`config.mk`:
```
export PLATFORM = sky130hd
export DESIGN_NAME = ffps_queue
export DESIGN_NICKNAME = d
export VERILOG_FILES = /design/src/rtl/core/ffps_pkg.sv /design/src/rtl/core/ffps_queue.sv
export SDC_FILE = /design/constraint.sdc
export NUM_CORES = 1
export LEC_CHECK = 0
export ABC_AREA = 1
export BUFFER_PORTS_ARGS = -buffer_cell sky130_fd_sc_hd__buf_2
export CORE_MARGIN = 2
export CORE_UTILIZATION = 57
export DETAILED_ROUTE_END_ITERATION = 8
export PLACE_DENSITY = 0.89
export SLEW_MARGIN = 20
export SYNTH_ARGS = -nofsm -noshare
export SYNTH_HDL_FRONTEND = slang
export SYNTH_SLANG_ARGS = --single-unit
```
`constraint.sdc`:
```
create_clock -name i_clk -period 2.6 [get_ports i_clk]
set_input_delay 0.39 -clock i_clk [delete_from_list [all_inputs] [get_ports i_clk]]
set_output_delay 0.39 -clock i_clk [all_outputs]
set_load 0.05 [all_outputs]
```
`src/rtl/core/ffps_pkg.sv`:
```
`default_nettype none

package ffps_pkg;

    localparam int DEF_MAX_ROWS    = 1024;
    localparam int DEF_MAX_COLS    = 1024;
    localparam int DEF_SAMPLE_BITS = 24;

    localparam int IDX_W      = 10;
    localparam int LEN_W      = 11;
    localparam int WIN_W      = 12;
    localparam int RBIN_W     = 11;
    localparam int PHASE_W    = 16;
    localparam int CFG_IDX_W  = 3;
    localparam int CFG_DATA_W = 12;

    localparam int LEN_CAP    = (1 << LEN_W) - 1;
    localparam int BIN_LIMIT  = 1023;

    localparam int CORDIC_STEPS = 22;
    localparam int STEP_W       = $clog2(CORDIC_STEPS);
    localparam int ZW           = 26;
    localparam int CORDIC_PRE   = 16;
    localparam int CORDIC_HEAD  = 3;
    localparam int QUARTER      = 1 << 22;
    localparam int PHASE_SHIFT  = 8;
    localparam int PHASE_ROUND  = 1 << (PHASE_SHIFT - 1);

    localparam int QUEUE_DEPTH  = 4;

    typedef enum logic [CFG_IDX_W-1:0] {
        CFG_NUM_ROWS = 3'd0,
        CFG_NUM_COLS = 3'd1,
        CFG_RATE_LO  = 3'd2,
        CFG_RATE_HI  = 3'd3,
        CFG_DELAY_LO = 3'd4,
        CFG_DELAY_HI = 3'd5,
        CFG_NEGATE   = 3'd6
    } t_cfg_idx;

    typedef struct packed {
        logic [LEN_W-1:0]        num_rows;
        logic [LEN_W-1:0]        num_cols;
        logic signed [WIN_W-1:0] rate_lo;
        logic signed [WIN_W-1:0] rate_hi;
        logic signed [WIN_W-1:0] delay_lo;
        logic signed [WIN_W-1:0] delay_hi;
        logic                    negate;
    } t_cfg;

    function automatic logic [LEN_W-1:0] cap_len(input logic [LEN_W-1:0] n, input int maxv);
        int cap;
        cap = (maxv > LEN_CAP) ? LEN_CAP : maxv;
        return (n > LEN_W'(cap)) ? LEN_W'(cap) : n;
    endfunction

    // atan(2^-i) in units of pi/2^23
    function automatic logic signed [ZW-1:0] atan_val(input logic [STEP_W-1:0] i);
        logic signed [ZW-1:0] v;
        unique case (i)
            5'd0:    v = ZW'(2097152);
            5'd1:    v = ZW'(1238021);
            5'd2:    v = ZW'(654136);
            5'd3:    v = ZW'(332050);
            5'd4:    v = ZW'(166669);
            5'd5:    v = ZW'(83416);
            5'd6:    v = ZW'(41718);
            5'd7:    v = ZW'(20860);
            5'd8:    v = ZW'(10430);
            5'd9:    v = ZW'(5215);
            5'd10:   v = ZW'(2608);
            5'd11:   v = ZW'(1304);
            5'd12:   v = ZW'(652);
            5'd13:   v = ZW'(326);
            5'd14:   v = ZW'(163);
            5'd15:   v = ZW'(81);
            5'd16:   v = ZW'(41);
            5'd17:   v = ZW'(20);
            5'd18:   v = ZW'(10);
            5'd19:   v = ZW'(5);
            5'd20:   v = ZW'(3);
            5'd21:   v = ZW'(1);
            default: v = '0;
        endcase
        return v;
    endfunction

endpackage

`default_nettype wire

```
`src/rtl/core/ffps_queue.sv`:
```
`default_nettype none

module ffps_queue
    import ffps_pkg::*;
#(
    parameter int WIDTH = 8,
    parameter int DEPTH = QUEUE_DEPTH
) (
    input  wire logic                           i_clk,
    input  wire logic                           i_rst_n,
    input  wire logic                           i_push,
    input  wire logic [WIDTH-1:0]               i_data,
    input  wire logic                           i_pop,
    output logic [WIDTH-1:0]                    o_data,
    output logic                                o_empty,
    output logic [$clog2(DEPTH+1)-1:0]          o_count
);
    localparam int AW    = $clog2(DEPTH);
    localparam int CNT_W = $clog2(DEPTH + 1);

    logic [WIDTH-1:0] r_mem [DEPTH];
    logic [AW-1:0]    r_wr_ptr;
    logic [AW-1:0]    r_rd_ptr;
    logic [CNT_W-1:0] r_count;

    always_ff @(posedge i_clk) begin
        if (i_push) begin
            r_mem[r_wr_ptr] <= i_data;
        end
    end

    always_ff @(posedge i_clk) begin
        if (!i_rst_n) begin
            r_wr_ptr <= '0;
            r_rd_ptr <= '0;
            r_count  <= '0;
        end else begin
            if (i_push) begin
                r_wr_ptr <= r_wr_ptr + AW'(1);
            end
            if (i_pop) begin
                r_rd_ptr <= r_rd_ptr + AW'(1);
            end
            if (i_push && !i_pop) begin
                r_count <= r_count + CNT_W'(1);
            end else if (!i_push && i_pop) begin
                r_count <= r_count - CNT_W'(1);
            end
        end
    end

    assign o_data  = r_mem[r_rd_ptr];
    assign o_empty = (r_count == '0);
    assign o_count = r_count;

    a_no_overflow: assert property (@(posedge i_clk) disable iff (!i_rst_n)
        (i_push && !i_pop) |-> (r_count != CNT_W'(DEPTH)))
        else $error("frame queue overflow");

    a_no_underflow: assert property (@(posedge i_clk) disable iff (!i_rst_n)
        i_pop |-> (r_count != '0))
        else $error("frame queue underflow");

    a_count_up: assert property (@(posedge i_clk) disable iff (!i_rst_n)
        (i_push && !i_pop) |=> (r_count == $past(r_count) + CNT_W'(1)))
        else $error("frame queue count mismatch");

endmodule

`default_nettype wire

```
* Word-level counts from Yosys, hierarchy flattened
Memories as Yosys holds them, arrays and structs flattened. A register that Yosys moved wholly into a read port is not among the register bits.
Cells that the tools add are included.
** Storage, ports and cells
- Flip-flop bits (word level) :: 7
- Memory bits (writable) :: 32
- Input bits :: 12
- Output and inout port bits :: 12
- Word-level logic and storage cells :: 20
- Memories :: 1
** Memories
- r_mem :: depth 4, width 8, rd ports 1, clocked after memory_dff 1, wr ports 1, RTL line ffps_queue.sv:21 : logic [WIDTH-1:0] r_mem [DEPTH];
** Operators by class
- Add/subtract/negate cells :: 4
- Mux-type cells :: 6
- Reductions and logical operators :: 6
** Operators with widths (number)
- two-way mux 3 bit :: 2
- adder 2 x 1 -> 2 bit, second input constant :: 2
- two-way mux 2 bit :: 2
- adder 3 x 1 -> 3 bit, second input constant :: 1
- zero test 3 bit :: 1
- subtractor 3 x 1 -> 3 bit, second input constant :: 1
- logical AND 1 bit :: 2
- zero test 1 bit :: 2
- two-way mux 1 bit :: 2
- nonzero test 2 bit :: 1

* Logic depth before layout (Yosys ltp)
Gate-level depths: netlist of the first run.
- Depth in word-level cells :: 4
- Gate-level depth with buffers :: 10
- Gate-level depth less buffers :: 10

* Least setup slack after synthesis of the first run
Ideal clock, no wire load.
- Kind :: flip-flop to output port
- Start :: reg r_count[1] (netlist: o_count[1])
- End :: out o_empty
- Arrival :: 1.661 ns
- Required time :: 2.210 ns
- Path slack :: 0.549 ns
- Stages on the path, launching flop included :: 2
- Path buffers :: 0
- Cell sequence :: dfxtp_1 -> nor3_1
** Between the ends
- Longest elaborated chain between the ends :: 1
** Ends and longest elaborated chain
- from (decl) :: RTL line ffps_queue.sv:24 : logic [CNT_W-1:0] r_count;
- from (signal assigned) :: RTL line ffps_queue.sv:45 : r_count <= r_count + CNT_W'(1);
- from (signal assigned) :: RTL line ffps_queue.sv:47 : r_count <= r_count - CNT_W'(1);
- zero test 3 bit :: RTL line ffps_queue.sv:53 : assign o_empty = (r_count == '0);
- to (decl) :: RTL line ffps_queue.sv:15 : output logic o_empty,
Every way passes these cells.

==> impl_results.md, run 1 <==
* Outcome: complete, no violations
* CTS H-Tree Depth at 2
* Combinational share of power at 0.179
* Switch share at 0.307
* Crit path DAT at 1.85 ns
* DR WL/cell at 14.2 um
* Worst R2R End: r_mem[0][4]
* Slew HR at 0.642
* Peak supply drop at 443 uV
* Area post-placement at 1770 um^2
* CTS tree: built
* GPL Wtd Cong at 0.784
* DIE AREA at 3310 um^2
* Port bufs at 23
* YS warnings at 0
* Vias per Instance at 5.55
* Post-CTS Setup Bufs at 0
* CTS root buf: clkbuf_4
* Fin nets at 179
* Reg2Reg Depth at 4
* Startpoint Class: flip-flop
* Top cell type's share of synthesized area at 0.588
* Most frequent cells in the layout: edfxtp_1, buf_2, nor2_1, o21ai_0, inv_1
* Setup CP Type: flip-flop to output port
* TNS Setup at 0 ns
* Final instance area at 1820 um^2
* Max clock buf depth at 2
* First-pass GRT wire length at 4.28 mm
* P&R area growth vs syn at 11.4%
* Initial antenna violation count at 0
* Sink Count at 41
* Power Internal at 900 uW
* # resized after CTS at 0
* CTS Hold Buffers Added at 0
* Final setup fails at 0
* Maximum capacitance violations at 0
* Final Non-Filler Cells at 193
* Fraction of layout cells with a size suffix above 1 at 0.228
* Syn Inst Count at 133
* Num CTS Buffers at 5
* Hold path cells at 1
* Drt pass-1 iters at 4
* Req. time, crit path at 2.21 ns
* DRC at 0
* Gr ovfl total at 0
* Sequential-to-total area share from yosys stat at 0.698
* # rows at 19
* Post-Syn Nets at 151
* Final period utilization at 0.861
* Crit path to: o_data[3]
* First-iteration detailed-routing DRC count at 65
* Total track usage at 0.183
* Remaining antenna violation count at 0
* Die W at 57.5 um
* Hold Violations, Final at 0
* Core area at 2730 um^2
* Fillcell total at 179
* Hold_ws at 0.244 ns
* FMAX at 447 MHz
* HPWL Detailed at 1.89 mm
* Setup Skew at 0.0124 ns
* Final min period at 2.24 ns
* Die height at 57.5 um
* Clk_lat worst skew at 0.35 ns
* Crit. End Element: output port
* Worst Path Max Fanout at 17
* Pleak at 0.000739 uW
* DR vias at 1071
* Largest net degree at the start of global routing at 18
* Avg Cell Area, Syn at 12.3 um^2
* Vias in the first global route at 1003
* Most common cell after layout, fill and taps aside: edfxtp_1
* HP Class: input pin to flip-flop
* RSZ-0062 raised after global routing: no
* I/O pin total at 24
* NetSw at 399 uW
* Max-slew violation count at 0
* Power per cell area at 713 nW/um^2
* Diode count at 0
* Drt total wl at 2.74 mm
* Seq cells post-synth at 41
* Placed insts at 185
* Power share of the clock group at 0.233
* R2r startpoint: r_wr_ptr[0]
* Starting Density at 0.598
* Total chip power at 1300 uW
* Main area contributors after synthesis: edfxtp_1, dfxtp_1, o21ai_0
* Reg power frac at 0.588
* Tightest Pin Transition at 0.536 ns
* R2R Setup Slk at 1.31 ns
* Post-Syn Area at 1630 um^2
* Clock slew at reported path FFs at 0.12 ns
* Synth cell types at 18
* Area leader, netlist: edfxtp_1
## flip-flops by register name, indices dropped and copies added (netlist names), named ones only
signal	count
o_count	3
r_mem	32
r_rd_ptr	2
r_wr_ptr	2
## critical path: stages (launching register included)
cell,delay [ns]
dfxtp_1,0.68
inv_2,0.26
o21ai_0,0.23
o22ai_1,0.10
buf_2,0.22
## synthesized netlist by cell type
library cell  count
o21ai_0          18
o22ai_1           8
nor3_1            1
o21ai_1           2
inv_2             1
nor2_2            3
inv_1            16
fa_1              1
buf_6             2
nand4_1           1
nand3_1           1
dfxtp_1           9
o21ai_2           2
edfxtp_1         32
ha_1              5
a21oi_1           4
nand2_1           9
nor2_1           18
## layer usage
layer	GRT usage	part of all wire
met2	0.300	0.51
met5	0	0
met4	0.143	0.035
met1	0.202	0.37
met3	0.0476	0.081
## how the worst min path moves through the flow
stage                startpoint     endpoint  slack [ns]
global placement    r_rd_ptr[1]  r_rd_ptr[1]        0.42
finish                i_data[5]  r_mem[3][5]        0.24
global route          i_data[5]  r_mem[3][5]        0.23
floorplan           r_rd_ptr[1]    flip-flop        0.41
CTS                   i_data[6]  r_mem[1][6]        0.23
detailed placement  r_rd_ptr[1]    flip-flop        0.47
## kinds of logic after synthesis
kind of cell	share of synthesized area
simple gates	0.0835
compound gates	0.115
flops	0.698
fa+ha+maj	0.0505
buf+inv	0.0528
## power groups by stage
stage | Sequential, uW | Clock [uW] | Combinational (uW)
floorplan | 794 | 0 | 157
finish | 764 | 302 | 232
detailed placement | 779 | 0 | 231
global route | 769 | 329 | 251
global placement | 776 | 0 | 221
CTS | 764 | 311 | 232
## cell type report
type                            count  area (um^2)  share of cell area
Sequential cell                    41         1140               0.627
Multi-Input combinational cell     73          407               0.223
Timing Repair Buffer               23          115              0.0632
Inverter                           17         63.8              0.0351
Tap cell                           31         38.8              0.0213
Clock buffer                        5         37.5              0.0206
Clock inverter                      3         17.5             0.00962
## stage by stage
step	setup WS, ns	utilization
after CTS	0.367	0.666
after global routing	0.263	0.666
final	0.361	0.666
after detailed placement	0.781	0.646
after global placement	0.857	0.646
after floorplan	0.549	-
Note: power is estimated with default switching activity, not from simulation.
==> run 2, diff against run 1 <==
--- a/config.mk
+++ b/config.mk
@@ -6,5 +6,4 @@
 export NUM_CORES = 1
 export LEC_CHECK = 0
-export ABC_AREA = 1
 export BUFFER_PORTS_ARGS = -buffer_cell sky130_fd_sc_hd__buf_2
 export CORE_MARGIN = 2
==> constraint.sdc (replaced) <==
create_clock -name i_clk -period 2.6 [get_ports i_clk]
set_input_delay 0.26 -clock i_clk [delete_from_list [all_inputs] [get_ports i_clk]]
set_output_delay 0.26 -clock i_clk [all_outputs]
set_load 0.05 [all_outputs]
==> run 2 against run 1 <==
Via count is 26% lower; die area down 2.2%; register-to-register slack worse by 0.24 ns; sequential share of layout area grew 1.3 points; global-route usage down 1.5 points; setup slack better by 0.16 ns; core utilization down 0.80 points; flip-flop and latch count is the same; fmax grew 7.7%; critical path depth shrank 2; first-iteration DRC count is 94% lower; largest cell class unchanged; highest routed layer unchanged.
==> impl_results.md, run 2 <==
* Async SR Flop Fraction at 0 (unchanged)
* Fin nets at 130 (was 179)
* Drt pass-1 iters at 4 (unchanged)
* Vias in the first global route at 851 (was 1003)
* Die height at 56.9 um (was 57.5 um)
* Max-slew violation count at 0 (unchanged)
* Max FFs per register at 32 (unchanged)
* Met1 usage at 0.172 (was 0.202)
* DR vias at 792 (was 1071)
* Setup Skew at 0.00732 ns (was 0.0124 ns)
* Outcome: complete, no violations (unchanged)
* Die W at 56.9 um (was 57.5 um)
* Crit. End Element: output port (unchanged)
* Fraction of layout cells with a size suffix above 1 at 0.327 (was 0.228)
* Post-Syn Nets at 102 (was 151)
* Starting Density at 0.589 (was 0.598)
* Post-CTS Setup Bufs at 0 (unchanged)
* GRT Max-Usage Layer: met2 (unchanged)
* Diode count at 0 (unchanged)
* Worst Path Max Fanout at 8 (was 17)
* Final min period at 2.08 ns (was 2.24 ns)
* DRC at 0 (unchanged)
* Post-Syn Area at 1600 um^2 (was 1630 um^2)
* Vias per Instance at 5.50 (was 5.55)
* Req. time, crit path at 2.34 ns (was 2.21 ns)
* Seq cells post-synth at 41 (unchanged)
* Avg Cell Area, Syn at 19.0 um^2 (was 12.3 um^2)
* Met2 Use GR at 0.300 (about the same)
* Tightest Pin Transition at 0.541 ns (was 0.536 ns)
* First-pass GRT wire length at 3.82 mm (was 4.28 mm)
* Area post-placement at 1730 um^2 (was 1770 um^2)
* Largest net degree at the start of global routing at 13 (was 18)
* Top cells by count, synth: edfxtp_1, and2_1, dfxtp_1, mux4_2, ha_1 (was edfxtp_1, nor2_1, o21ai_0, inv_1)
* Gr ovfl total at 0 (unchanged)
* Max clock buf depth at 2 (unchanged)
* Post-synth EDFFs at 32 (unchanged)
* Final setup fails at 0 (unchanged)
* DIE AREA at 3240 um^2 (was 3310 um^2)
* Sequential-to-total area share from yosys stat at 0.715 (was 0.698)
* Port bufs at 23 (unchanged)
* # rows at 19 (unchanged)
* Peak supply drop at 596 uV (was 443 uV)
* Remaining antenna violation count at 0 (unchanged)
* Synth cell types at 18 (unchanged)
* Total track usage at 0.169 (was 0.183)
* CP delay by family, top: flip-flops (unchanged)
* Hold Violations, Final at 0 (unchanged)
* P&R area growth vs syn at 11.8% (was 11.4%)
* Top cell type's share of synthesized area at 0.602 (was 0.588)
* Final instance area at 1780 um^2 (was 1820 um^2)
* YS warnings at 0 (unchanged)
* Main area contributors after synthesis: edfxtp_1, dfxtp_1, mux4_2 (was edfxtp_1, dfxtp_1, o21ai_0)
* Sink Count at 41 (unchanged)
* RSZ-0062 raised after global routing: no (unchanged)
* GR met3 Demand/Resource at 0.0714 (was 0.0476)
* Maximum capacitance violations at 0 (unchanged)
* Num CTS Buffers at 5 (unchanged)
* Final period utilization at 0.799 (was 0.861)
* Most frequent cells in the layout: edfxtp_1, buf_2, and2_1, dfxtp_1, mux4_2 (was edfxtp_1, buf_2, nor2_1, o21ai_0, inv_1)
* # resized after CTS at 0 (unchanged)
* Crit path max-delay cell type: dfxtp_1 (unchanged)
* CTS H-Tree Depth at 2 (unchanged)
* I/O pin total at 24 (unchanged)
* FMAX at 481 MHz (was 447 MHz)
* Slew HR at 0.639 (was 0.642)
* Startpoint Class: flip-flop (unchanged)
* TNS Setup at 0 ns (unchanged)
* Ys flop type: edfxtp_1 (unchanged)
* Syn Inst Count at 84 (was 133)
* CTS Hold Buffers Added at 0 (unchanged)
* Most common cell after layout, fill and taps aside: edfxtp_1 (unchanged)
* Clock slew at reported path FFs at 0.11 ns (was 0.12 ns)
* GPL Wtd Cong at 0.676 (was 0.784)
* Most frequent cell after synthesis: edfxtp_1 (unchanged)
* Largest register by flop count: r_mem (unchanged)
* Crit-path cells: mux4_2 -> buf_2 (was inv_2 -> o21ai_0 -> o22ai_1 -> buf_2)
* DR WL/cell at 16.7 um (was 14.2 um)
* First-iteration detailed-routing DRC count at 4 (was 65)
* Clk_lat worst skew at 0.33 ns (was 0.35 ns)
* Setup CP Type: flip-flop to output port (unchanged)
* Crit path DAT at 1.82 ns (was 1.85 ns)
* WP buf/inv at 1 (was 2)
* Area leader, netlist: edfxtp_1 (unchanged)
* Power per cell area at 743 nW/um^2 (was 713 nW/um^2)
* Core area at 2710 um^2 (was 2730 um^2)
* Drt total wl at 2.40 mm (was 2.74 mm)
* Initial antenna violation count at 0 (unchanged)
* CTS root buf: clkbuf_4 (unchanged)
* Pleak at 0.000662 uW (was 0.000739 uW)
* CTS tree: built (unchanged)
* HP Class: input pin to flip-flop (unchanged)
* Critical Path Max Stage Delay at 0.68 ns (about the same)
[run 2: worst paths after layout]
| path | from | end | slack, ns | cells past startpoint |
|---|---|---|---|---|
| worst max-delay path | flip-flop | o_data[6] | 0.52 | 2 |
| worst min-delay path | i_data[4] | r_mem[2][4] | 0.13 | 1 |
| worst max register to register | o_count[0] | o_count[2] | 1.07 | 4 |
| worst min register to register | o_count[2] | o_count[2] | 0.53 | 2 |
[run 2: power breakdown]
group | switching, uW | total [uW] | internal (uW) | leakage, uW
sequential | 33.0 | 781 | 748 | 0.000368
clock | 184 | 281 | 97.8 | 0.0000300
combinational | 176 | 263 | 86.3 | 0.000264
total | 393 | 1320 | 932 | 0.000662
[run 2: layout make-up]
class,count,area (um^2)
Sequential cell,41,1140
Fill cell,199,927
Multi-Input combinational cell,37,423
Timing Repair Buffer,23,115
Tap cell,31,38.8
Clock buffer,5,37.5
Inverter,4,15.0
Clock inverter,3,12.5
[run 2: per-stage QoR]
stage	util	hold slack, ns	setup slack [ns]	power [uW]	instances
CTS	0.658	0.114	0.469	1340	144
floorplan	-	0.359	0.672	996	84
global route	0.658	0.112	0.399	1380	144
detailed placement	0.639	0.478	0.829	1060	136
finish	0.658	0.134	0.522	1330	144
global placement	0.639	0.470	0.900	1050	136
[run 2: cells by family after synthesis]
kind of cell | synth area share
DFF | 0.715
and+or+nand+nor | 0.0525
muxes | 0.125
buffers and inverters | 0.0196
adders and majority gates | 0.0518
xor gates and xnor gates | 0.0275
AOI/OAI and AO/OA | 0.00784
[run 2: worst register-to-register path: stages, from the launching register on]
cell and delay [ns]:
dfxtp_1 0.38, fa_1 0.47, xor2_1 0.16, or3_1 0.31
a21boi_1 0.14
[run 2: layer usage]
layer  vias to the layer above  routed length [um]
li1                        375                   -
met1                       381                 850
met2                        30                1320
met5                         -                   0
met3                         6                 187
met4                         0                  44
