===== src/rtl/core/ffps_pkg.sv =====
`default_nettype none

package ffps_pkg;

    localparam int DEF_MAX_ROWS    = 1024;
    localparam int DEF_MAX_COLS    = 1024;
    localparam int DEF_SAMPLE_BITS = 24;

    localparam int IDX_W      = 10;
    localparam int LEN_W      = 11;
    localparam int WIN_W      = 12;
    localparam int RBIN_W     = 11;
    localparam int PHASE_W    = 16;
    localparam int CFG_IDX_W  = 3;
    localparam int CFG_DATA_W = 12;

    localparam int LEN_CAP    = (1 << LEN_W) - 1;
    localparam int BIN_LIMIT  = 1023;

    localparam int CORDIC_STEPS = 22;
    localparam int STEP_W       = $clog2(CORDIC_STEPS);
    localparam int ZW           = 26;
    localparam int CORDIC_PRE   = 16;
    localparam int CORDIC_HEAD  = 3;
    localparam int QUARTER      = 1 << 22;
    localparam int PHASE_SHIFT  = 8;
    localparam int PHASE_ROUND  = 1 << (PHASE_SHIFT - 1);

    localparam int QUEUE_DEPTH  = 4;

    typedef enum logic [CFG_IDX_W-1:0] {
        CFG_NUM_ROWS = 3'd0,
        CFG_NUM_COLS = 3'd1,
        CFG_RATE_LO  = 3'd2,
        CFG_RATE_HI  = 3'd3,
        CFG_DELAY_LO = 3'd4,
        CFG_DELAY_HI = 3'd5,
        CFG_NEGATE   = 3'd6
    } t_cfg_idx;

    typedef struct packed {
        logic [LEN_W-1:0]        num_rows;
        logic [LEN_W-1:0]        num_cols;
        logic signed [WIN_W-1:0] rate_lo;
        logic signed [WIN_W-1:0] rate_hi;
        logic signed [WIN_W-1:0] delay_lo;
        logic signed [WIN_W-1:0] delay_hi;
        logic                    negate;
    } t_cfg;

    function automatic logic [LEN_W-1:0] cap_len(input logic [LEN_W-1:0] n, input int maxv);
        int cap;
        cap = (maxv > LEN_CAP) ? LEN_CAP : maxv;
        return (n > LEN_W'(cap)) ? LEN_W'(cap) : n;
    endfunction

    // atan(2^-i) in units of pi/2^23
    function automatic logic signed [ZW-1:0] atan_val(input logic [STEP_W-1:0] i);
        logic signed [ZW-1:0] v;
        unique case (i)
            5'd0:    v = ZW'(2097152);
            5'd1:    v = ZW'(1238021);
            5'd2:    v = ZW'(654136);
            5'd3:    v = ZW'(332050);
            5'd4:    v = ZW'(166669);
            5'd5:    v = ZW'(83416);
            5'd6:    v = ZW'(41718);
            5'd7:    v = ZW'(20860);
            5'd8:    v = ZW'(10430);
            5'd9:    v = ZW'(5215);
            5'd10:   v = ZW'(2608);
            5'd11:   v = ZW'(1304);
            5'd12:   v = ZW'(652);
            5'd13:   v = ZW'(326);
            5'd14:   v = ZW'(163);
            5'd15:   v = ZW'(81);
            5'd16:   v = ZW'(41);
            5'd17:   v = ZW'(20);
            5'd18:   v = ZW'(10);
            5'd19:   v = ZW'(5);
            5'd20:   v = ZW'(3);
            5'd21:   v = ZW'(1);
            default: v = '0;
        endcase
        return v;
    endfunction

endpackage

`default_nettype wire


===== src/rtl/core/ffps_bin_if.sv =====
`default_nettype none

interface ffps_bin_if
    import ffps_pkg::*;
#(
    parameter int SAMPLE_BITS = DEF_SAMPLE_BITS
) ();
    logic                          valid;
    logic                          ready;
    logic signed [SAMPLE_BITS-1:0] bin_re;
    logic signed [SAMPLE_BITS-1:0] bin_im;
    logic [IDX_W-1:0]              row;
    logic [IDX_W-1:0]              col;
    logic                          last;

    modport source (output valid, bin_re, bin_im, row, col, last, input ready);
    modport sink   (input valid, bin_re, bin_im, row, col, last, output ready);
endinterface

`default_nettype wire


===== src/rtl/core/ffps_front.sv =====
`default_nettype none

module ffps_front
    import ffps_pkg::*;
#(
    parameter int MAX_ROWS    = DEF_MAX_ROWS,
    parameter int MAX_COLS    = DEF_MAX_COLS,
    parameter int SAMPLE_BITS = DEF_SAMPLE_BITS,
    parameter int REC_W       = 1 + 2*IDX_W + 4*SAMPLE_BITS,
    parameter int DEPTH       = QUEUE_DEPTH
) (
    input  wire logic                       i_clk,
    input  wire logic                       i_rst_n,
    ffps_bin_if.sink                        i_bin,
    input  wire t_cfg                       i_cfg,
    input  wire logic [$clog2(DEPTH+1)-1:0] i_q_count,
    output logic                            o_push,
    output logic [REC_W-1:0]                o_rec
);
    localparam int PW    = 2 * SAMPLE_BITS;
    localparam int CNT_W = $clog2(DEPTH + 1);

    function automatic logic win_ok(input logic [IDX_W-1:0] idx, input logic [LEN_W-1:0] len,
                                    input logic signed [WIN_W-1:0] lo_in,
                                    input logic signed [WIN_W-1:0] hi_in);
        logic signed [WIN_W:0] lo;
        logic signed [WIN_W:0] hi;
        logic signed [WIN_W:0] v;
        logic signed [WIN_W:0] w;
        lo = (lo_in > hi_in) ? {hi_in[WIN_W-1], hi_in} : {lo_in[WIN_W-1], lo_in};
        hi = (lo_in > hi_in) ? {lo_in[WIN_W-1], lo_in} : {hi_in[WIN_W-1], hi_in};
        if (lo == hi) begin
            hi = lo + (WIN_W+1)'(1);
        end
        v = {3'b000, idx};
        w = v - {2'b00, len};
        return (idx != '0) && ({1'b0, idx} < len) &&
               ((v >= lo && v < hi) || (w < 0 && w >= lo && w < hi));
    endfunction

    logic [LEN_W-1:0]        nr;
    logic [LEN_W-1:0]        nc;
    logic                    acc;
    logic [CNT_W:0]          pend;
    logic signed [PW-1:0]    sq_re;
    logic signed [PW-1:0]    sq_im;

    logic                    r_s1_valid;
    logic                    r_s1_last;
    logic                    r_s1_qual;
    logic                    r_s1_origin;
    logic [IDX_W-1:0]        r_s1_row;
    logic [IDX_W-1:0]        r_s1_col;
    logic [SAMPLE_BITS-1:0]  r_s1_re;
    logic [SAMPLE_BITS-1:0]  r_s1_im;
    logic [PW-1:0]           r_s1_sq_re;
    logic [PW-1:0]           r_s1_sq_im;

    logic                    r_have;
    logic [PW-1:0]           r_best_pw;
    logic [IDX_W-1:0]        r_best_row;
    logic [IDX_W-1:0]        r_best_col;
    logic [SAMPLE_BITS-1:0]  r_best_re;
    logic [SAMPLE_BITS-1:0]  r_best_im;
    logic [PW-1:0]           r_org_pw;
    logic [SAMPLE_BITS-1:0]  r_org_re;
    logic [SAMPLE_BITS-1:0]  r_org_im;

    logic [PW-1:0]           pw;
    logic                    take;
    logic                    n_have;
    logic [PW-1:0]           n_best_pw;
    logic [IDX_W-1:0]        n_best_row;
    logic [IDX_W-1:0]        n_best_col;
    logic [SAMPLE_BITS-1:0]  n_best_re;
    logic [SAMPLE_BITS-1:0]  n_best_im;
    logic [PW-1:0]           n_org_pw;
    logic [SAMPLE_BITS-1:0]  n_org_re;
    logic [SAMPLE_BITS-1:0]  n_org_im;

    assign nr = cap_len(i_cfg.num_rows, MAX_ROWS);
    assign nc = cap_len(i_cfg.num_cols, MAX_COLS);

    // room for every frame end already in flight
    assign pend        = {1'b0, i_q_count} + (CNT_W+1)'(r_s1_valid && r_s1_last);
    assign i_bin.ready = (pend < (CNT_W+1)'(DEPTH));
    assign acc         = i_bin.valid && i_bin.ready;

    assign sq_re = i_bin.bin_re * i_bin.bin_re;
    assign sq_im = i_bin.bin_im * i_bin.bin_im;

    assign pw   = r_s1_sq_re + r_s1_sq_im;
    assign take = r_s1_valid && r_s1_qual && (!r_have || pw > r_best_pw);

    always_comb begin
        n_have     = r_have || take;
        n_best_pw  = take ? pw : r_best_pw;
        n_best_row = take ? r_s1_row : r_best_row;
        n_best_col = take ? r_s1_col : r_best_col;
        n_best_re  = take ? r_s1_re : r_best_re;
        n_best_im  = take ? r_s1_im : r_best_im;
        n_org_pw   = (r_s1_valid && r_s1_origin) ? pw : r_org_pw;
        n_org_re   = (r_s1_valid && r_s1_origin) ? r_s1_re : r_org_re;
        n_org_im   = (r_s1_valid && r_s1_origin) ? r_s1_im : r_org_im;
    end

    assign o_push = r_s1_valid && r_s1_last;
    assign o_rec  = n_have ? {1'b1, n_best_row, n_best_col, n_best_pw, n_best_re, n_best_im}
                           : {1'b0, IDX_W'(0), IDX_W'(0), n_org_pw, n_org_re, n_org_im};

    always_ff @(posedge i_clk) begin
        if (acc) begin
            r_s1_last   <= i_bin.last;
            r_s1_qual   <= win_ok(i_bin.row, nr, i_cfg.rate_lo, i_cfg.rate_hi) &&
                           win_ok(i_bin.col, nc, i_cfg.delay_lo, i_cfg.delay_hi);
            r_s1_origin <= (i_bin.row == '0) && (i_bin.col == '0);
            r_s1_row    <= i_bin.row;
            r_s1_col    <= i_bin.col;
            r_s1_re     <= i_bin.bin_re;
            r_s1_im     <= i_bin.bin_im;
            r_s1_sq_re  <= sq_re;
            r_s1_sq_im  <= sq_im;
        end
    end

    always_ff @(posedge i_clk) begin
        if (!i_rst_n) begin
            r_s1_valid <= 1'b0;
            r_have     <= 1'b0;
            r_best_pw  <= '0;
            r_best_row <= '0;
            r_best_col <= '0;
            r_best_re  <= '0;
            r_best_im  <= '0;
            r_org_pw   <= '0;
            r_org_re   <= '0;
            r_org_im   <= '0;
        end else begin
            r_s1_valid <= acc;
            if (o_push) begin
                r_have     <= 1'b0;
                r_best_pw  <= '0;
                r_best_row <= '0;
                r_best_col <= '0;
                r_best_re  <= '0;
                r_best_im  <= '0;
                r_org_pw   <= '0;
                r_org_re   <= '0;
                r_org_im   <= '0;
            end else begin
                r_have     <= n_have;
                r_best_pw  <= n_best_pw;
                r_best_row <= n_best_row;
                r_best_col <= n_best_col;
                r_best_re  <= n_best_re;
                r_best_im  <= n_best_im;
                r_org_pw   <= n_org_pw;
                r_org_re   <= n_org_re;
                r_org_im   <= n_org_im;
            end
        end
    end

endmodule

`default_nettype wire


===== src/flat_wrapper.sv =====
// flat-port wrapper written by rule: the top's interface ports become plain ports
module ffps_front_flat import ffps_pkg::*;
#(
    parameter int MAX_ROWS    = DEF_MAX_ROWS,
    parameter int MAX_COLS    = DEF_MAX_COLS,
    parameter int SAMPLE_BITS = DEF_SAMPLE_BITS,
    parameter int REC_W       = 1 + 2*IDX_W + 4*SAMPLE_BITS,
    parameter int DEPTH       = QUEUE_DEPTH
)
  (i_clk, i_rst_n, i_cfg, i_q_count, o_push, o_rec, i_bin_valid, i_bin_bin_re, i_bin_bin_im, i_bin_row, i_bin_col, i_bin_last, i_bin_ready);
  ffps_bin_if #(.SAMPLE_BITS(SAMPLE_BITS)) i_bin_i ();
  input  wire logic i_clk;
  input  wire logic i_rst_n;
  input  wire t_cfg i_cfg;
  input  wire logic [$clog2(DEPTH+1)-1:0] i_q_count;
  output logic o_push;
  output logic [REC_W-1:0] o_rec;
  input wire logic [$bits(i_bin_i.valid)-1:0] i_bin_valid;
  input wire logic [$bits(i_bin_i.bin_re)-1:0] i_bin_bin_re;
  input wire logic [$bits(i_bin_i.bin_im)-1:0] i_bin_bin_im;
  input wire logic [$bits(i_bin_i.row)-1:0] i_bin_row;
  input wire logic [$bits(i_bin_i.col)-1:0] i_bin_col;
  input wire logic [$bits(i_bin_i.last)-1:0] i_bin_last;
  output wire logic [$bits(i_bin_i.ready)-1:0] i_bin_ready;
  assign i_bin_i.valid = i_bin_valid;
  assign i_bin_i.bin_re = i_bin_bin_re;
  assign i_bin_i.bin_im = i_bin_bin_im;
  assign i_bin_i.row = i_bin_row;
  assign i_bin_i.col = i_bin_col;
  assign i_bin_i.last = i_bin_last;
  assign i_bin_ready = i_bin_i.ready;
  ffps_front #(.MAX_ROWS(MAX_ROWS), .MAX_COLS(MAX_COLS), .SAMPLE_BITS(SAMPLE_BITS), .REC_W(REC_W), .DEPTH(DEPTH)) u_core (.i_clk(i_clk), .i_rst_n(i_rst_n), .i_bin(i_bin_i), .i_cfg(i_cfg), .i_q_count(i_q_count), .o_push(o_push), .o_rec(o_rec));
endmodule

===== config.mk =====
export PLATFORM = sky130hd
export DESIGN_NAME = ffps_front_flat
export DESIGN_NICKNAME = d
export VERILOG_FILES = /design/src/rtl/core/ffps_pkg.sv /design/src/rtl/core/ffps_bin_if.sv /design/src/rtl/core/ffps_front.sv /design/src/flat_wrapper.sv
export SDC_FILE = /design/constraint.sdc
export NUM_CORES = 2
export LEC_CHECK = 0
export BUFFER_PORTS_ARGS = -buffer_cell sky130_fd_sc_hd__buf_4
export CAP_MARGIN = 20
export CORE_ASPECT_RATIO = 2
export CORE_UTILIZATION = 59
export DETAILED_ROUTE_END_ITERATION = 10
export GPL_ROUTABILITY_DRIVEN = 0
export PLACE_DENSITY = 0.81
export SLEW_MARGIN = 20
export SYNTH_ARGS = -nofsm -noshare
export SYNTH_HDL_FRONTEND = slang
export SYNTH_SLANG_ARGS = --single-unit

===== constraint.sdc =====
create_clock -name i_clk -period 8.4 [get_ports i_clk]
set_input_delay 1.26 -clock i_clk [delete_from_list [all_inputs] [get_ports i_clk]]
set_output_delay 1.26 -clock i_clk [all_outputs]
set_load 0.02 [all_outputs]

=== Word level (Yosys, flattened, before mapping) ===
Index checks and enable logic that the tools add are counted.

* Bitwise gates (word level): 1
* Multiplexer cells: 19
* Multipliers: 2
* $lt $le $gt $ge: 18
* Div/mod/pow operators: 0
* Reduce and logical (&&, ||, !) cells: 27
* Add/sub/neg operators: 6
* Shifts and indexed selects: 0
* Equal/unequal tests: 2

{| class="wikitable"
|+ Operators with widths
! cell !! count
|-
| 117-bit 2-to-1 mux || 1
|-
| 13-bit 2-to-1 mux || 8
|-
| 24-bit by 24-bit multiplier with 48-bit output || 2
|-
| 24-bit 2-to-1 mux || 4
|-
| 48-bit 2-to-1 mux || 2
|-
| 48-bit adder || 1
|-
| 48-bit > comparator || 1
|-
| 13-bit by 2-bit adder with 13-bit output (second input constant) || 2
|-
| 13-bit == test || 2
|-
| 11-bit by 13-bit >= comparator with 1-bit output || 2
|-
| 12-bit by 13-bit >= comparator with 1-bit output || 2
|-
| 11-bit by 13-bit less-than comparator with 1-bit output || 2
|-
| 12-bit by 13-bit less-than comparator with 1-bit output || 2
|-
| 12-bit > comparator || 2
|-
| 12-bit by 1-bit less-than comparator with 1-bit output (second input constant) || 2
|-
| 10-bit by 11-bit subtractor with 12-bit output || 2
|-
| 11-bit > comparator (second input constant) || 2
|-
| 10-bit by 11-bit less-than comparator with 1-bit output || 2
|-
| 11-bit 2-to-1 mux || 2
|-
| 10-bit logical NOT || 2
|-
| 10-bit 2-to-1 mux || 2
|-
| 10-bit nonzero test || 2
|-
| 1-bit logical AND || 17
|-
| 3-bit by 1-bit adder with 4-bit output || 1
|-
| 5 further kinds || 8
|}

* Latch bits: 0
* Bits in writable memories: 0
* Output and inout port bits: 119
* ROM bits: 0
* Logic and storage cells: 94
* Memories: 0
* Register bits after elaboration: 381
* Input port bits: 146

=== Longest topological paths before layout ===
* Depth in word-level cells: 10
* Gate-level depth with buffers: 29
* Depth with buffers taken out: 27

=== Worst setup path after synthesis ===
No wires, ideal clock.

* Path type: input -> register
* Start point: in i_bin_bin_re[23]
* End point: reg u_core.r_s1_sq_re[45], data pin
* Required time: 8.142 ns
* Setup slack: 0.080 ns
* Library setup time: 0.258 ns
* Buffers on the path: 3
* Data arrival time: 8.062 ns
* Stages on the path: 27
* Cells stage by stage: clkbuf_1 -> clkbuf_1 -> nand2_1 -> inv_1 -> fa_1 -> fa_1 -> inv_1 -> fa_1 -> inv_1 -> fa_1 -> fa_1 -> fa_1 -> inv_1 -> fa_1 -> inv_1 -> ha_1 -> clkbuf_1 -> nand2_1 -> nor2_1 -> a221o_1 -> a311oi_1 -> a21boi_1 -> a2111oi_2 -> o21ai_1 -> a31o_1 -> a21oi_1 -> xnor2_1

* Cells in the longest elaborated chain, start to end: 1

{| class="wikitable"
|+ Ends and longest elaborated chain
! what !! RTL line !! text
|-
| from (decl) || flat_wrapper.sv:19 || <nowiki>input wire logic [$bits(i_bin_i.bin_re)-1:0] i_bin_bin_re;</nowiki>
|-
| 24-bit by 24-bit multiplier with 48-bit output || ffps_front.sv:89 || <nowiki>assign sq_re = i_bin.bin_re * i_bin.bin_re;</nowiki>
|-
| net u_core.sq_re[45] || ffps_front.sv:45 || <nowiki>logic signed [PW-1:0] sq_re;</nowiki>
|-
| to (signal assigned) || ffps_front.sv:121 || <nowiki>r_s1_sq_re <= sq_re;</nowiki>
|-
| to (decl) || ffps_front.sv:56 || <nowiki>logic [PW-1:0] r_s1_sq_re;</nowiki>
|}

The timed path passes the listed nets, and every way through them passes these cells.
A chain may end at the register's enable or synchronous reset.

=== Worst setup path after layout ===
* Start point: reg u_core.r_s1_sq_re[4]
* End point: out o_rec[93]

* Cells in the longest elaborated chain, start to end: 6
* Elaborated cells between the ends (all ways): 8
* Those cells by class: add/sub (1); order compare (1); mux (3); reduce/logical (3)

{| class="wikitable"
|+ Ends and longest elaborated chain
! what !! RTL line !! text
|-
| 48-bit adder * || ffps_front.sv:92 || <nowiki>assign pw = r_s1_sq_re + r_s1_sq_im;</nowiki>
|-
| 48-bit > comparator || ffps_front.sv:93 || <nowiki>assign take = r_s1_valid && r_s1_qual && (!r_have || pw > r_best_pw);</nowiki>
|-
| 1-bit logical OR || ffps_front.sv:93 ||
|-
| 1-bit logical AND || ffps_front.sv:93 ||
|-
| 48-bit 2-to-1 mux or 1-bit logical OR (tied branches) || ffps_front.sv:97, ffps_front.sv:96 ||
|-
| 117-bit 2-to-1 mux * || ffps_front.sv:108 || <nowiki>assign o_rec = n_have ? {1'b1, n_best_row, n_best_col, n_best_pw, n_best_re, n_best_im}</nowiki>
|-
| to (decl) || flat_wrapper.sv:17 || <nowiki>output logic [REC_W-1:0] o_rec;</nowiki>
|}

Every way passes the cells marked *; elsewhere a longest branch is shown, timed or not.

==> summary.md <==
| Metric | Value |
|---|---|
| Largest net degree at the start of global routing | `84` |
| Global-route wire length before repair | `roughly 270 mm` |
| Die H | `around 450 µm` |
| Worst Path Max Fanout | `11` |
| DRC violations left | `0` |
| Critical Path AT | `roughly 7100 ps` |
| Hold-fix buffer count after cts | `0` |
| Die span in x | `approximately 230 µm` |
| Routed WL | `between 150 and 200 mm` |
| Crit end category | `output pin` |
| Vias in the first global route | `roughly 53000` |
| Rows | `between 150 and 200` |
| CTS Buf Count | `41` |
| Setup crit end | `o_rec[93]` |
| Die ar. | `103000 µm²` |
| Clock Sinks | `~380` |
| WP data required | `a little over 7000 ps` |
| Initial Util | `between 50% and 60%` |
| Least-Margin Pin Slew | `1070 ps` |
| Avg Inst Size Synth | `between 9 and 10 µm²` |
| Worst r2r src | `u_core.r_s1_sq_re[4]` |
| Synthesis-to-layout area growth | `9.62%` |
| Drt initial violations | `about 3700` |
| CTS tree | `built` |
| Fraction of layout cells with a size suffix above 1 | `8.67%` |
| Yosys reg bits | `between 300 and 400` |
| Max Cap Violations | `0` |
| Class of the worst hold path | `flop to flop` |
| Slew headroom | `about 29%` |
| Crit path time final | `between 8000 and 9000 ps` |
| Async set-or-reset flop fraction in the synthesized netlist | `0%` |
| Reg-to-Reg End | `u_core.r_best_pw[42]` |
| GRT Util Overall | `around 35%` |
| Area of the mapped netlist | `around 60000 µm²` |
| Area of the core | `101000 µm²` |
| Clock root buffer | `clkbuf_16` |
| Clk_skew | `51.3 ps` |
| Htree depth | `2` |
| Period utilisation layout | `98.9%` |
| Worst setup path start | `u_core.r_s1_sq_re[4]` |
| EDFF count, synth | `163` |
| Final setup fails | `0` |
| Via count | `~48000` |
| Post-route ant nets | `0` |
| Worst-Skew Late Latency | `640 ps` |
| Synth warn | `0` |
| IO buf count | `263` |
| WS Path Type | `flop to output pin` |
| Worst hold slack | `454 ps` |
| Routed wire per std cell | `21.7 µm` |
| Drt via density | `about 5.9` |
| Fin nets | `approximately 8500` |
| Main synth FF type | `dfxtp_1` |
| Mapped Nets | `8296` |
| Initial antenna violation count | `12` |
| Status | `finished clean` |
| Worst-path clk slew | `60 ps` |
| Critical path startpoint category | `flop` |
| Hold Fails Final Rpt | `0` |
| GRT overflow | `0` |
| Dpl hpwl | `140 mm` |
| Sequential area share after synthesis | `between 10% and 20%` |
| Mapped Cells | `around 6500` |
| Max Buffers Root-to-Sink | `3` |
| First drt pass iteration count | `11` |
| R2r worst-path depth | `24` |
| R2R Setup Slk | `around 1200 ps` |
| Max Fclk | `between 100 and 150 MHz` |
| Final max-slew violation count | `0` |
| Ports | `265` |
| Synth unique cells | `91` |
-- how the worst min path moves through the flow --
stage | startpoint | end | depth (start not counted)
after global routing | u_core.r_best_im[4] | u_core.r_best_im[4] | 2
final | u_core.r_best_re[4] | u_core.r_best_re[4] | 2
after detailed placement | u_core.r_best_re[3] | u_core.r_best_re[3] | 2
after CTS | u_core.r_best_re[3] | u_core.r_best_re[3] | 2
after floorplan | u_core.r_best_im[23] | u_core.r_best_im[23] | 2
after global placement | u_core.r_best_re[5] | u_core.r_best_re[5] | 2
-- synth_stat cells (54+ instances only) --
cell      instances  area share, %
nand2_1         797            5.0
nand3_1          72           0.60
ha_1            514             11
clkbuf_1        191            1.2
xnor2_1         126            1.8
a21o_1          120            1.5
o22ai_1          54           0.56
a21oi_1         351            2.9
nor2b_1          64           0.67
o21ai_0         107           0.89
edfxtp_1        163            8.2
and2_1          207            2.2
inv_1          1505            9.4
fa_1           1114             37
nor2_1          291            1.8
dfxtp_1         214            7.1
-- cell families (layout without fill, tap and decap cells) --
family	Yosys count	count (layout)	share of synthesized area [%]
buffers and inverters	1736	2021	11.0
adder cells (fa/ha/maj)	1628	1628	47.9
flip-flops	377	377	15.3
other	0	6	0
multiplexers	44	44	0.740
XOR/XNOR	173	173	2.53
AO/OA/AOI/OAI	928	928	10.0
AND/OR/NAND/NOR	1636	1636	12.5
-- cell usage in the layout (no fill, tap or decap), types with 10 or more instances in the layout --
cell type / Yosys / layout
inv_1: 1505 / 1505
fa_1: 1114 / 1114
nand2_1: 797 / 792
ha_1: 514 / 506
buf_4: 3 / 430
a21oi_1: 351 / 348
nor2_1: 291 / 288
dfxtp_1: 214 / 214
and2_1: 207 / 203
edfxtp_1: 163 / 163
xnor2_1: 126 / 122
a21o_1: 120 / 120
o21ai_0: 107 / 104
nand3_1: 72 / 71
nor2b_1: 64 / 64
o22ai_1: 54 / 54
xor2_1: 47 / 47
nand2b_1: 46 / 46
clkbuf_16: 0 / 44
mux2i_1: 41 / 41
nand4_1: 40 / 40
nor3_1: 33 / 33
a222oi_1: 33 / 33
o21a_1: 32 / 32
o21bai_1: 27 / 27
a211oi_1: 20 / 18
a31oi_1: 19 / 18
and3_1: 19 / 17
o21ai_1: 9 / 12
a22oi_1: 12 / 12
and4_1: 12 / 11
nor4_1: 11 / 11
a211o_1: 10 / 10
o221ai_1: 10 / 10
clkbuf_1: 191 / 10
-- flip-flops by register name (all words and copies together) (netlist names), 23 cells and up --
signal and cells:
u_core.r_best_im 24, u_core.r_best_pw 48, u_core.r_best_re 24, u_core.r_org_im 24, u_core.r_org_pw 48, u_core.r_org_re 24
u_core.r_s1_im 23, u_core.r_s1_re 23, u_core.r_s1_sq_im 47, u_core.r_s1_sq_re 47
-- stage by stage --
step / utilization (%) / setup TNS [ps] / std cells / worst slack (ps) / instance area [µm²]
2_1_floorplan: - / 0 / 6522 / 79.9 / 60000
3_3_place_gp: 63.5 / 0 / 8056 / 90.8 / 64100
3_5_place_dp: 63.5 / -3.12 / 8056 / -3.12 / 64100
4_1_cts: 64.9 / 0 / 8137 / 5.90 / 65500
5_1_grt: 65.1 / -21.6 / 8146 / -17.0 / 65800
6_report: 65.2 / 0 / 8149 / 89.4 / 65800
-- cell type report --
type | count | area (µm²)
diodes | 6 | 15.0
clock buffers | 53 | 1100
clock inverters | 23 | 241
fillers | 7745 | 35200
inverters | 1505 | 5650
multi-input cells | 4409 | 44500
flip-flops and latches | 377 | 9180
well taps | 1336 | 1670
repair buffers | 440 | 3440
-- critical path: stages (launching register included) --
cell and delay [ps]:
edfxtp_1 510, ha_4 340, o21ai_1 100, o21a_1 240, nor3_4 250, o211ai_2 160
and4_4 230, o311ai_4 450, nand3_2 180, o311ai_4 350, xnor2_2 230, inv_1 80
ha_1 280, and3_4 200, and4_4 210, nand4_1 180, or4_4 550, o31ai_2 230
o31ai_2 90, buf_4 170, buf_4 150, and2_4 200, clkbuf_16 220, o21ai_0 540
buf_4 260
-- timing repair --
| action | in CTS | in global routing |
|---|---|---|
| endpoints found under the setup margin | 79 | 84 |
| resized for setup | 15 | 23 |
| gates cloned | 0 | 2 |
| buffers inserted | 5 | 4 |
| pin swaps | 6 | 16 |
-- metal layers --
metal	vias to the layer above	global-route usage (%)	wire (µm)
met4	8	31.5	19200
met1	23650	35.0	53400
li1	20864	-	-
met5	-	0	72
met2	2583	61.9	89900
met3	1053	6.86	14000
Power is left out: the tool's default activity adds up to more than one toggle a clock period on the data nets, which glitch-free logic cannot reach.
